==> src/hdl/psrl_pkg.sv <==
`timescale 1ns / 1ps
// ----------------------------------------------------------------------------
// psrl_pkg
// types, constants and helpers of the per-source log rate limiter
// ----------------------------------------------------------------------------
package psrl_pkg;

  localparam int MAX_GROUPS    = 2047;
  localparam int SLOT_W        = 11;
  localparam int TOTAL_W       = 12;
  localparam int NUM_POOLS     = 5;
  localparam int POOL_W        = 3;
  localparam int KEY_W         = 64;
  localparam int TS_W          = 48;
  localparam int WIN_W         = 32;
  localparam int BL_W          = 16;
  localparam int CNT_W         = 32;
  localparam int FREE_W        = 64;
  localparam int LOG2_W        = 6;
  localparam int CHUNK_W       = 16;
  localparam int NUM_CHUNKS    = 4;
  localparam int POS_W         = 4;
  localparam int LOG2_NO_SCALE = 20;
  localparam int SCALE_OFFSET  = 16;
  localparam int SCALE_SHIFT   = 2;
  localparam int BURST_W       = 20;
  localparam int CFG_IDX_W     = 8;
  localparam int CFG_DATA_W    = 32;

  typedef logic [CFG_IDX_W-1:0] cfg_idx_t;
  localparam cfg_idx_t REG_WINDOW_US   = 8'd0;
  localparam cfg_idx_t REG_BURST_LIMIT = 8'd1;

  localparam logic [WIN_W-1:0] WINDOW_US_RST   = 32'd30000000;
  localparam logic [BL_W-1:0]  BURST_LIMIT_RST = 16'd10000;

  typedef logic [SLOT_W-1:0] slot_t;

  typedef struct packed {
    logic [KEY_W-1:0]  source_key;
    logic [2:0]        priority_req;
    logic [TS_W-1:0]   timestamp_us;
    logic [FREE_W-1:0] free_bytes;
  } in_t;

  typedef struct packed {
    logic             permitted;
    logic [CNT_W-1:0] dropped_before;
  } out_t;

  // classified request handed from front to back
  typedef struct packed {
    logic [KEY_W-1:0]   key;
    logic [TS_W-1:0]    ts;
    logic [POOL_W-1:0]  pool;
    logic [BURST_W-1:0] burst;
  } item_t;

  typedef struct packed {
    logic             valid;
    logic [TS_W-1:0]  start;
    logic [CNT_W-1:0] count;
    logic [CNT_W-1:0] supp;
  } pool_t;

  typedef pool_t [NUM_POOLS-1:0] row_t;

  // syslog priority to pool
  function automatic logic [POOL_W-1:0] pool_of_priority(input logic [2:0] prio);
    logic [POOL_W-1:0] p;
    unique case (prio) inside
      3'd0, 3'd1, 3'd2: p = 3'd0;
      3'd3:             p = 3'd1;
      3'd4:             p = 3'd2;
      3'd5, 3'd6:       p = 3'd3;
      default:          p = 3'd4;
    endcase
    return p;
  endfunction

  // ring slot increment with wrap
  function automatic slot_t slot_inc(input slot_t s);
    return (s == slot_t'(MAX_GROUPS - 1)) ? '0 : s + slot_t'(1);
  endfunction

endpackage

==> src/hdl/psrl_queue.sv <==
`timescale 1ns / 1ps
// ----------------------------------------------------------------------------
// psrl_queue
// two-entry queue of classified requests between front and back
// ----------------------------------------------------------------------------
module psrl_queue import psrl_pkg::*; (
  input  logic  clk,
  input  logic  rst_n,
  input  logic  push,
  output logic  full,
  input  item_t wr_data,
  input  logic  pop,
  output logic  empty,
  output item_t rd_data
);

  item_t      mem_r [2];
  logic       wr_ptr_r;
  logic       rd_ptr_r;
  logic [1:0] cnt_r;
  logic       do_push;
  logic       do_pop;

  assign full    = (cnt_r == 2'd2);
  assign empty   = (cnt_r == 2'd0);
  assign do_push = push && !full;
  assign do_pop  = pop && !empty;
  assign rd_data = mem_r[rd_ptr_r];

  // pointers and fill count
  always_ff @(posedge clk) begin
    if (!rst_n) begin
      wr_ptr_r <= 1'b0;
      rd_ptr_r <= 1'b0;
      cnt_r    <= 2'd0;
    end else begin
      if (do_push) wr_ptr_r <= ~wr_ptr_r;
      if (do_pop) rd_ptr_r <= ~rd_ptr_r;
      if (do_push && !do_pop) cnt_r <= cnt_r + 2'd1;
      else if (do_pop && !do_push) cnt_r <= cnt_r - 2'd1;
    end
    if (do_push) mem_r[wr_ptr_r] <= wr_data;
  end

endmodule

==> config.mk <==
export PLATFORM = sky130hd
export DESIGN_NAME = psrl_queue
export DESIGN_NICKNAME = d
export VERILOG_FILES = /design/src/hdl/psrl_pkg.sv /design/src/hdl/psrl_queue.sv
export SDC_FILE = /design/constraint.sdc
export NUM_CORES = 1
export LEC_CHECK = 0
export ABC_AREA = 1
export BUFFER_PORTS_ARGS = -buffer_cell sky130_fd_sc_hd__buf_2
export CORE_UTILIZATION = 40
export CTS_BUF_LIST = sky130_fd_sc_hd__clkbuf_4 sky130_fd_sc_hd__clkbuf_8
export DETAILED_ROUTE_END_ITERATION = 10
export PLACE_DENSITY = 0.75
export SLEW_MARGIN = 20
export SYNTH_ARGS = -nofsm -noshare
export SYNTH_HDL_FRONTEND = slang
export SYNTH_SLANG_ARGS = --single-unit
==> constraint.sdc <==
create_clock -name clk -period 8.7 [get_ports clk]
set_input_delay 1.74 -clock clk [delete_from_list [all_inputs] [get_ports clk]]
set_output_delay 1.74 -clock clk [all_outputs]
set_load 0.05 [all_outputs]
==> qor.yml <==
outcome: "complete, no violations"
grt_pass1_wl_mm: 28.7
drtAntennaViolNets: 0
route.vias.total: 5231
cp_top_family: "buffers and inverters"
synth-seq-area-share: 0.807
multiInputGateArea_mm2: 0.00183
synth_cells: 458
crit_required_ns: 6.96
worstSetupEndpointType: "output pin"
overflow: 0
fillers: 2096
crit_chain: "buf_4, mux2_2, buf_2"
cts_post_setup_buffers_inserted: 0
htree_levels: 2
firstDrtPassIters: 4
startpoint_type: "register"
crit_path_top_delay_cell: "dfxtp_4"
fmax_mhz: 202
die_area_mm2: 0.0261
synthAdderAreaFrac: 0.00123
tightest_slew_ns: 1.05
grt_max_degree: 71
slew_violations: 0
avgSynthCellArea_um2: 22.2
setup_ws_ns: 3.76
synth_seq_cells: 275
drive_above_1_share: 0.609
max_stage_delay_ns: 1.01
place.gp.congestion: 0.771
post-route-period-util: 0.568
power.density_mw_per_mm2: 327
core_area_mm2: 0.0250
wl_mm: 19.1
wl_per_cell_um: 16.8
initialDrtViolationCount: 200
synthMuxAreaShare: 0.168
final_cell_mix: "buf_2 (275), edfxtp_1 (270), mux2_2 (85), mux2_4 (50), clkbuf_8 (47)"
num_io_pins: 276
critPathBufInv: 2
critPathKind: "register to output pin"
cts_root_buffer: "clkbuf_8"
grt_use_met1: 0.155
drv_cap: 0
numPortBuffers: 275
skew_ns: 0.0137
num_rows: 58
final-seq-area_mm2: 0.00821
die_y_um: 162
synth_compound_area_frac: 0.00197
cts-hold-fix-buffers: 0
layout_min_cycle_time_ns: 4.94
synth_top_family_by_area: "multiplexers"
path_clk_slew_ns: 0.06
p_leak_uw: 0.00490
ir_drop_uv: 233
busiest_layer: "met2"
dp_slack_ns: 4.28
grt_setup_unrepaired: "no"
syn_area_mm2: 0.0102
cts.sinks: 275
max_slew_margin: 0.301
setup_viol: 0
synthSimpleGateAreaFrac: 0.00738
cts_tree: "done"
layout.nets: 910
insertion_delay_ns: 0.52
grt_use_total: 0.143
grt_util_met3: 0.0562
cts.repair.resized: 0
cp.arrival_ns: 3.20
cts_max_path_buffers: 3
crit_path_max_fanout: 70
start_util: 0.406
cts_buffers: 45
grtUsageMet2: 0.248
vias_per_cell: 4.61
tns_ns: 0
die_w_um: 162
synth_xor_xnor_area_share: 0
hold_class: "register to register"
ys_types: 14
yosys_warnings: 0
area_delta_synth_final_pct: 25.7
grt_pass1_vias: 5564
hold_violations: 0
syn-num-nets: 598
mostFrequentLayoutCell: "buf_2"
drc: 0
dpl.hpwl_mm: 12.5
grt_antenna_before_repair: 4
regToRegSetupSlack_ns: 6.63
[routing by layer]
| metal | vias up | share of wire | routed length (µm) |
|---|---|---|---|
| li1 | 2438 | - | - |
| met1 | 2533 | 0.37 | 7150 |
| met2 | 201 | 0.50 | 9620 |
| met3 | 53 | 0.087 | 1670 |
| met4 | 6 | 0.032 | 612 |
| met5 | - | 0.0020 | 38 |
[registers in the layout, indices dropped and copies added, names as in the netlist, named ones only]
name and count:
cnt_r 2, mem_r 270, rd_ptr_r 1, wr_ptr_r 1
[power breakdown]
group          total [µW]  leakage (µW)  internal [µW]  switching [µW]
clock network        1090      0.000468            616             474
registers            1760       0.00256           1680            81.8
logic                1340       0.00187            384             954
[final cells by class]
cell class / instances / share of cell area
sequential: 275 / 0.642
multi-input combinational: 159 / 0.143
timing repair buffer: 280 / 0.111
clock buffer: 60 / 0.0582
tap: 330 / 0.0323
clock inverter: 20 / 0.0112
inverter: 9 / 0.00264
antenna: 1 / 0.000196
[cells in the mapped netlist (all sizes together)]
cell type,instances,share of area
o21ai,3,0.0015
ha,1,0.0012
nor2,11,0.0041
buf,15,0.012
mux2,135,0.17
inv,9,0.0033
nand3,1,0.00049
edfxtp,270,0.80
nand4,1,0.00062
a21oi,1,0.00049
dfxtp,5,0.0098
nand2,6,0.0022
[tightest hold or removal path, delay by kind of cell (launching register included)]
| family | cells | cell delay [ns] |
|---|---|---|
| flip-flops | 1 | 0.34 |
| AND/OR/NAND/NOR | 2 | 0.15 |
[metrics by stage]
step	util	std cells	hold WS, ns	instance area (µm²)	total power (µW)
finish	0.511	1134	0.517	12800	4190
global route	0.511	1134	0.563	12800	4360
CTS	0.511	1133	0.519	12800	4250
detailed placement	0.475	1053	0.489	11900	3140
global placement	0.475	1053	0.479	11900	3120
floorplan	-	458	0.467	10200	2890
[cell families after synthesis]
logic type / Yosys count
mux: 135
simple gates: 19
buf+inv: 24
fa+ha+maj: 1
flops: 275
compound gates: 4
[final timing paths]
check                        startpoint                      to  depth (start not counted)
setup / recovery               register            rd_data[125]                          3
hold / removal    rd_ptr_r$_SDFFE_PN0P_                register                          2
setup reg to reg  cnt_r[0]$_SDFFE_PN0P_  mem_r[1][87]$_DFFE_PP_                          3
hold reg to reg   rd_ptr_r$_SDFFE_PN0P_                register                          2
Note: power is estimated with default switching activity, not from simulation.
