[src/hdl/psrl_pkg.sv]
`timescale 1ns / 1ps
// ----------------------------------------------------------------------------
// psrl_pkg
// types, constants and helpers of the per-source log rate limiter
// ----------------------------------------------------------------------------
package psrl_pkg;

  localparam int MAX_GROUPS    = 2047;
  localparam int SLOT_W        = 11;
  localparam int TOTAL_W       = 12;
  localparam int NUM_POOLS     = 5;
  localparam int POOL_W        = 3;
  localparam int KEY_W         = 64;
  localparam int TS_W          = 48;
  localparam int WIN_W         = 32;
  localparam int BL_W          = 16;
  localparam int CNT_W         = 32;
  localparam int FREE_W        = 64;
  localparam int LOG2_W        = 6;
  localparam int CHUNK_W       = 16;
  localparam int NUM_CHUNKS    = 4;
  localparam int POS_W         = 4;
  localparam int LOG2_NO_SCALE = 20;
  localparam int SCALE_OFFSET  = 16;
  localparam int SCALE_SHIFT   = 2;
  localparam int BURST_W       = 20;
  localparam int CFG_IDX_W     = 8;
  localparam int CFG_DATA_W    = 32;

  typedef logic [CFG_IDX_W-1:0] cfg_idx_t;
  localparam cfg_idx_t REG_WINDOW_US   = 8'd0;
  localparam cfg_idx_t REG_BURST_LIMIT = 8'd1;

  localparam logic [WIN_W-1:0] WINDOW_US_RST   = 32'd30000000;
  localparam logic [BL_W-1:0]  BURST_LIMIT_RST = 16'd10000;

  typedef logic [SLOT_W-1:0] slot_t;

  typedef struct packed {
    logic [KEY_W-1:0]  source_key;
    logic [2:0]        priority_req;
    logic [TS_W-1:0]   timestamp_us;
    logic [FREE_W-1:0] free_bytes;
  } in_t;

  typedef struct packed {
    logic             permitted;
    logic [CNT_W-1:0] dropped_before;
  } out_t;

  // classified request handed from front to back
  typedef struct packed {
    logic [KEY_W-1:0]   key;
    logic [TS_W-1:0]    ts;
    logic [POOL_W-1:0]  pool;
    logic [BURST_W-1:0] burst;
  } item_t;

  typedef struct packed {
    logic             valid;
    logic [TS_W-1:0]  start;
    logic [CNT_W-1:0] count;
    logic [CNT_W-1:0] supp;
  } pool_t;

  typedef pool_t [NUM_POOLS-1:0] row_t;

  // syslog priority to pool
  function automatic logic [POOL_W-1:0] pool_of_priority(input logic [2:0] prio);
    logic [POOL_W-1:0] p;
    unique case (prio) inside
      3'd0, 3'd1, 3'd2: p = 3'd0;
      3'd3:             p = 3'd1;
      3'd4:             p = 3'd2;
      3'd5, 3'd6:       p = 3'd3;
      default:          p = 3'd4;
    endcase
    return p;
  endfunction

  // ring slot increment with wrap
  function automatic slot_t slot_inc(input slot_t s);
    return (s == slot_t'(MAX_GROUPS - 1)) ? '0 : s + slot_t'(1);
  endfunction

endpackage

[src/hdl/psrl_front.sv]
`timescale 1ns / 1ps
// ----------------------------------------------------------------------------
// psrl_front
// accepts requests, maps the priority to a pool and scales the burst
// ----------------------------------------------------------------------------
module psrl_front import psrl_pkg::*; (
  input  logic            clk,
  input  logic            rst_n,
  input  logic            in_push,
  output logic            in_full,
  input  in_t             in_data,
  input  logic [BL_W-1:0] burst_limit,
  output logic            q_push,
  input  logic            q_full,
  output item_t           q_data
);

  logic                  s0_v_r;
  logic [KEY_W-1:0]      s0_key_r;
  logic [TS_W-1:0]       s0_ts_r;
  logic [POOL_W-1:0]     s0_pool_r;
  logic [NUM_CHUNKS-1:0] s0_nz_r;
  logic [POS_W-1:0]      s0_pos_r [NUM_CHUNKS];
  logic                  s1_v_r;
  item_t                 s1_item_r;

  logic                  chunk_nz [NUM_CHUNKS];
  logic [POS_W-1:0]      chunk_pos [NUM_CHUNKS];
  logic [LOG2_W-1:0]     k;
  logic [LOG2_W-1:0]     k_off;
  logic [BL_W+LOG2_W-1:0] prod;
  logic [BURST_W-1:0]    burst_nxt;
  logic                  s0_go;
  logic                  s1_go;
  logic                  accept;

  // handshake between the two stages
  assign s1_go  = s1_v_r && !q_full;
  assign s0_go  = s0_v_r && (!s1_v_r || s1_go);
  assign in_full = s0_v_r && !s0_go;
  assign accept = in_push && !in_full;
  assign q_push = s1_go;
  assign q_data = s1_item_r;

  // leading one inside each 16-bit chunk of the free space
  always_comb begin
    for (int c = 0; c < NUM_CHUNKS; c++) begin
      chunk_nz[c]  = |in_data.free_bytes[c*CHUNK_W +: CHUNK_W];
      chunk_pos[c] = '0;
      for (int b = 0; b < CHUNK_W; b++) begin
        if (in_data.free_bytes[c*CHUNK_W + b]) chunk_pos[c] = POS_W'(b);
      end
    end
  end

  // floor log2 from the highest nonzero chunk, then burst scaling
  always_comb begin
    k = '0;
    for (int c = 0; c < NUM_CHUNKS; c++) begin
      if (s0_nz_r[c]) k = {2'(c), s0_pos_r[c]};
    end
    k_off = k - LOG2_W'(SCALE_OFFSET);
    prod  = {{LOG2_W{1'b0}}, burst_limit} * {{BL_W{1'b0}}, k_off};
    if (k <= LOG2_W'(LOG2_NO_SCALE)) begin
      burst_nxt = {{(BURST_W-BL_W){1'b0}}, burst_limit};
    end else begin
      burst_nxt = prod[BURST_W+SCALE_SHIFT-1:SCALE_SHIFT];
    end
  end

  // stage registers
  always_ff @(posedge clk) begin
    if (!rst_n) begin
      s0_v_r <= 1'b0;
      s1_v_r <= 1'b0;
    end else begin
      if (accept) s0_v_r <= 1'b1;
      else if (s0_go) s0_v_r <= 1'b0;
      if (s0_go) s1_v_r <= 1'b1;
      else if (s1_go) s1_v_r <= 1'b0;
    end
    if (accept) begin
      s0_key_r  <= in_data.source_key;
      s0_ts_r   <= in_data.timestamp_us;
      s0_pool_r <= pool_of_priority(in_data.priority_req);
      for (int c = 0; c < NUM_CHUNKS; c++) begin
        s0_nz_r[c]  <= chunk_nz[c];
        s0_pos_r[c] <= chunk_pos[c];
      end
    end
    if (s0_go) begin
      s1_item_r.key   <= s0_key_r;
      s1_item_r.ts    <= s0_ts_r;
      s1_item_r.pool  <= s0_pool_r;
      s1_item_r.burst <= burst_nxt;
    end
  end

endmodule

[config.mk]
export PLATFORM = sky130hd
export DESIGN_NAME = psrl_front
export DESIGN_NICKNAME = d
export VERILOG_FILES = /design/src/hdl/psrl_pkg.sv /design/src/hdl/psrl_front.sv
export SDC_FILE = /design/constraint.sdc
export NUM_CORES = 1
export LEC_CHECK = 0
export BUFFER_PORTS_ARGS = -buffer_cell sky130_fd_sc_hd__clkbuf_2
export CAP_MARGIN = 5
export CORE_ASPECT_RATIO = 0.5
export CORE_MARGIN = 5
export CORE_UTILIZATION = 53
export DETAILED_ROUTE_END_ITERATION = 6
export PLACE_DENSITY = 0.81
export SYNTH_ARGS = -nofsm -noshare
export SYNTH_HDL_FRONTEND = slang
export SYNTH_SLANG_ARGS = --single-unit
[constraint.sdc]
create_clock -name clk -period 16.8 [get_ports clk]
set_input_delay 4.2 -clock clk [delete_from_list [all_inputs] [get_ports clk]]
set_output_delay 4.2 -clock clk [all_outputs]
set_load 0.005 [all_outputs]
==> results of run 1 <==
==> worst max-delay path, cell delays in order <==
cell      delay, ns
clkbuf_2       0.14
and3_1         0.26
clkbuf_2       0.14
==> metrics by stage <==
step | area, µm² | setup WS (ns) | power [W] | hold slack [ns]
after CTS | 15040 | 7.847 | 0.001878 | 0.4070
after global routing | 15040 | 7.828 | 0.001962 | 0.4157
after floorplan | 12240 | 2.012 | 0.001221 | 0.4003
after detailed placement | 14290 | 7.841 | 0.001354 | 0.4045
final | 15040 | 7.852 | 0.001858 | 0.4064
after global placement | 14290 | 7.878 | 0.001335 | 0.4003
==> per-layer routing <==
| layer | vias to the layer above | track usage [%] | share of wire [%] |
|---|---|---|---|
| met5 | - | 0 | 0 |
| met4 | 0 | 3.801 | 1.5 |
| met3 | 33 | 3.165 | 5.2 |
| met2 | 191 | 36.63 | 55 |
| met1 | 3753 | 24.97 | 39 |
| li1 | 3523 | - | - |
==> power breakdown <==
part           switching [W]  leakage (nW)  total (W)  internal, W
Clock               0.000229         0.370   0.000522     0.000292
Combinational       0.000257          3.45   0.000504     0.000248
Sequential         0.0000130          2.57   0.000832     0.000819
==> placed cells by master, fill, tap and decap left out, types with 3 or more instances in the layout <==
cell,instances
a31oi_1,3
o21ai_0,6
a21o_1,9
o22ai_1,4
inv_1,84
and2_1,88
fa_1,57
nand3_1,5
o21bai_1,7
and3_1,4
xnor2_1,8
edfxtp_1,270
clkinv_2,6
nor2_1,26
clkbuf_2,335
o31ai_1,6
mux2_4,16
buf_4,5
nand2_1,25
a21oi_1,32
clkinv_1,6
nor3_1,8
or3_1,5
o21ai_1,5
a21oi_2,3
ha_1,30
nor4_1,6
clkbuf_16,24
nand4b_1,4
o221ai_1,3
xor2_1,8
o211ai_1,3
a211oi_1,3
==> cells by family after synthesis <==
group                      share of synthesized area [%]
adders and majority gates                          12.39
buffers and inverters                              3.077
and+or+nand+nor                                    8.476
AOI/OAI and AO/OA                                  6.114
DFF                                                66.58
muxes                                              2.219
xor gates and xnor gates                           1.145
==> final cells by class <==
cell class	instances	area [µm²]
well taps	307	384.1
clock inverters	16	137.6
multi-input cells	413	3732
inverters	84	315.3
flip-flops and latches	272	8148
repair buffers	340	1714
fillers	1638	7749
clock buffers	26	608.1
==> state kept, by name, indices dropped and copies added, names as in the netlist <==
name / flops
s0_pool_r: 3
s1_v_r: 1
q_data: 135
s0_key_r: 64
s0_pos_r: 16
s0_v_r: 1
s0_nz_r: 4
s0_ts_r: 48
==> worst paths after layout <==
kind	from	end	slack, ns
setup reg to reg	s0_nz_r[1]	q_data[19]	10.75
hold / removal	s0_key_r[19]	q_data[90]	0.41
hold reg to reg	s0_key_r[19]	q_data[90]	0.41
setup / recovery	q_full	in_full	7.85
==> qor.csv, run 1 <==
metric,value,unit
place_congestion,0.8654,
pwr_density_cell,123.5,nW/µm²
relSlewSlack,19.27,%
synth_common_cells,"edfxtp_1 (270), and2_1 (88), inv_1 (84)",
synth_top_cell_by_area,edfxtp_1,
synthTopCellsByArea,"edfxtp_1 (66%), fa_1 (9.3%), and2_1 (4.5%)",
cts_setup_buffers,0,
ctsResizeCount,0,
cts_max_level,1,
fin_cells,1458,
ctsHoldBuffers,0,
grt_pass1_wl,42010,µm
critPathMaxFanout,4,
place_inst,1416,
fp.dieW,224.9,µm
area_growth,22.89,%
period_minus_slack,8.948,ns
postLayoutCoreUtil,66.00,%
synthDistinctLibCells,58,
min_path_cells,0,
rsz0062_at_grt,no,
tns,0,ns
crit_type,in2out,
cts_tree,yes,
dr.first_iter.drc_count,524,
wirelength,27110,µm
final_max_slew_viol_count,0,
yosysWarnings,0,
clock_latency,0.52,ns
skew,0.01459,ns
synth_top_area_share,66.25,%
p_leak,6.390,nW
portBuffers,335,
route.antenna.remaining_nets,0,
timing.final.setup_violations,0,
yosysMostFrequentCell,edfxtp_1,
finalCritPeriodShare,53.26,%
hp-class,reg2reg,
numCtsBuffers,24,
clockBufferDepth,3,
vias,7500,
io_pins,336,
tightest_slew,1.211,ns
grt_pass1_vias,7810,
clkTransAtPathRegs,0.06,ns
num_rows,39,
cp-end-kind,primary output,
critical_path_arrival,4.75,ns
async_flop_share,0,%
critPathRequiredTime,12.60,ns
syn-num-nets,1067,
grt_use_total,19.83,%
fmaxAchievable,0.1118,GHz
drv_cap,0,
clockRootBuffer,clkbuf_16,
synth.avg_cell_area,15.67,µm²
netlist_area,12240,µm²
nNetsFinal,1421,
startpoint_type,input pin,
max-vdd-ir-drop,0.08400,mV
status,finished clean,
antenna_found_initial,0,
antenna_cells,0,
first_pass_iters,4,
die_y,117.5,µm
die-area,26410,µm²
synth_cells,781,
synth_ff_type,edfxtp_1,
gr-total-overflow,0,
grt_max_degree,72,
ys_seq_area_share,66.58,%
dp_hpwl,20840,µm
hold_viol,0,
ys_ff_latch,272,
initial_core_util,53.70,%
via_per_inst,5.144,
drc,0,
ff2ff_path_depth,15,
core_area,22790,µm²
cts.sinks,272,
wl_per_cell,18.60,µm
synth-edff-count,270,
drive_gt1_share,35.36,%
(Power assumes the default switching activity.)
==> run 2, diff against run 1 <==
- clock period: 16.8 -> 9.1 ns (I/O delays scaled with it)
==> qor.csv, run 2 (synthesized netlist as in run 1, its figures left out) <==
metric,value,unit,change
status,finished clean,,unchanged
critical-path-max-stage-delay,0.55,ns,was 0.26 ns
first_pass_iters,5,,was 4
rsz0062_at_grt,no,,unchanged
hold_viol,0,,unchanged
critPathMaxFanout,7,,was 4
worst_hold_slack,0.4062,ns,was 0.4064 ns
p_clk_share,27.6,%,was 28.1%
clkTransAtPathRegs,0.07,ns,was 0.06 ns
holdCritStartpoint,s0_ts_r[7],,was s0_key_r[19]
seqPwrFrac,44.8,%,about the same
final_max_slew_viol_count,0,,unchanged
critPathSlowestCell,fa_1,,was and3_1
startpoint_type,input pin,,unchanged
core_area,22790,µm²,unchanged
antenna_found_initial,1,,was 0
grt_pass1_wl,44040,µm,was 42010 µm
drc,0,,unchanged
ff2ff_path_depth,16,,was 15
numCtsBuffers,24,,unchanged
p_comb_share,27.6,%,was 27.1%
pwr_density_cell,228.5,nW/µm²,was 123.5 nW/µm²
crit_chain,clkbuf_2 > and2_1 > fa_1 > inv_1 > fa_1 > fa_1 > inv_1 > ha_1 > a211oi_1 > o211ai_2 > a41oi_1 > nor2_1 > xor2_1 > mux2_4,,was clkbuf_2 > and3_1 > clkbuf_2
min_path_cells,0,,unchanged
cts_tree,yes,,unchanged
critical_path_arrival,5.97,ns,was 4.75 ns
via_per_inst,5.201,,was 5.144
crit_type,in2reg,,was in2out
ctsHoldBuffers,0,,unchanged
layout_setup_ws,3.411,ns,was 7.852 ns
intPower,0.002486,W,was 0.001359 W
clockRootBuffer,clkbuf_16,,unchanged
cts.sinks,272,,unchanged
tns,0,ns,unchanged
ctsResizeCount,0,,unchanged
io_pins,336,,unchanged
num_rows,39,,unchanged
wirelength,28170,µm,was 27110 µm
worst-path-buf-inv,3,,was 2
vias,7604,,was 7500
place_ws,2.886,ns,was 7.841 ns
initial_core_util,53.70,%,unchanged
p_total,0.003436,W,was 0.001858 W
wl_per_cell,19.27,µm,was 18.60 µm
drive_gt1_share,35.36,%,about the same
mostFrequentLayoutCells,"clkbuf_2 (335), edfxtp_1 (270), and2_1 (88)",,unchanged
skew,0.01117,ns,was 0.01459 ns
max-vdd-ir-drop,0.1462,mV,was 0.08400 mV
period_minus_slack,5.689,ns,
fp.dieW,224.9,µm,unchanged
clockBufferDepth,3,,unchanged
grt_max_degree,91,,was 72
crit_family,adder cells,,was buffers and inverters
largest_register_ff_count,135,,unchanged
place_inst,1417,,was 1416
worstReg2RegStart,s0_nz_r[1],,unchanged
cp-end-kind,flip-flop,,was primary output
relSlewSlack,23.24,%,was 19.27%
fillers,1600,,was 1638
cp.depth,14,,was 3
drv_cap,0,,unchanged
fin_cells,1462,,was 1458
dr.first_iter.drc_count,591,,was 524
tightest_slew,1.151,ns,was 1.211 ns
place_congestion,0.9377,,was 0.8654
area_growth,22.88,%,was 22.89%
nNetsFinal,1422,,was 1421
dp_hpwl,21150,µm,was 20840 µm
grt_pass1_vias,8061,,was 7810
fmaxAchievable,0.1758,GHz,
die-area,26410,µm²,unchanged
cts_setup_buffers,0,,unchanged
p_leak,6.385,nW,was 6.390 nW
grt_use_total,21.06,%,was 19.83%
timing.final.setup_violations,0,,unchanged
power.switching,0.0009507,W,was 0.0004991 W
route.antenna.remaining_nets,0,,unchanged
critPathRequiredTime,9.38,ns,was 12.60 ns
crit_path_frequent_cell,fa_1,,was clkbuf_2
clock_latency,0.53,ns,was 0.52 ns
hp-class,reg2reg,,unchanged
swShare,27.67,%,was 26.86%
die_y,117.5,µm,unchanged
gr-total-overflow,0,,unchanged
multiInputGateArea,3732,µm²,unchanged
startpoint,burst_limit[3],,was q_full
rrSetupSlack,3.65,ns,was 10.75 ns
finalCritPeriodShare,62.51,%,
seq_area,8148,µm²,unchanged
cts_max_level,1,,unchanged
portBuffers,335,,unchanged
final_common_cell,clkbuf_2,,unchanged
run 2: final timing paths:
kind,endpoint
setup reg to reg,q_data[13]
hold / removal,q_data[30]
hold reg to reg,q_data[30]
setup / recovery,q_data[13]
run 2: layout make-up:
cell class / count / area share [%]
Clock inverter: 11 / 0.4659
Tap cell: 307 / 2.554
Inverter: 84 / 2.097
Sequential cell: 272 / 54.18
Clock buffer: 33 / 4.418
Antenna cell: 1 / 0.01664
Multi-Input combinational cell: 413 / 24.82
Timing Repair Buffer: 341 / 11.45
run 2: per-layer routing:
layer | wire [µm] | up-vias | track usage, %
li1 | - | 3535 | -
met1 | 10660 | 3754 | 26.29
met2 | 15190 | 258 | 38.26
met3 | 1662 | 57 | 3.613
met4 | 665 | 0 | 5.435
met5 | 0 | - | 0
run 2: power groups by stage:
stage | sequential [W] | combinational (W) | clock (W)
after CTS | 0.00154 | 0.000954 | 0.000973
after floorplan | 0.00157 | 0.000672 | 0
after global routing | 0.00155 | 0.00106 | 0.00103
final | 0.00154 | 0.000948 | 0.000949
after detailed placement | 0.00157 | 0.000948 | 0
after global placement | 0.00156 | 0.000917 | 0
run 2: through the flow:
stage | utilization [%] | area (µm²)
2_1_floorplan | - | 12240
3_3_place_gp | 62.76 | 14300
3_5_place_dp | 62.76 | 14300
4_1_cts | 65.98 | 15040
5_1_grt | 65.99 | 15040
6_report | 65.99 | 15040
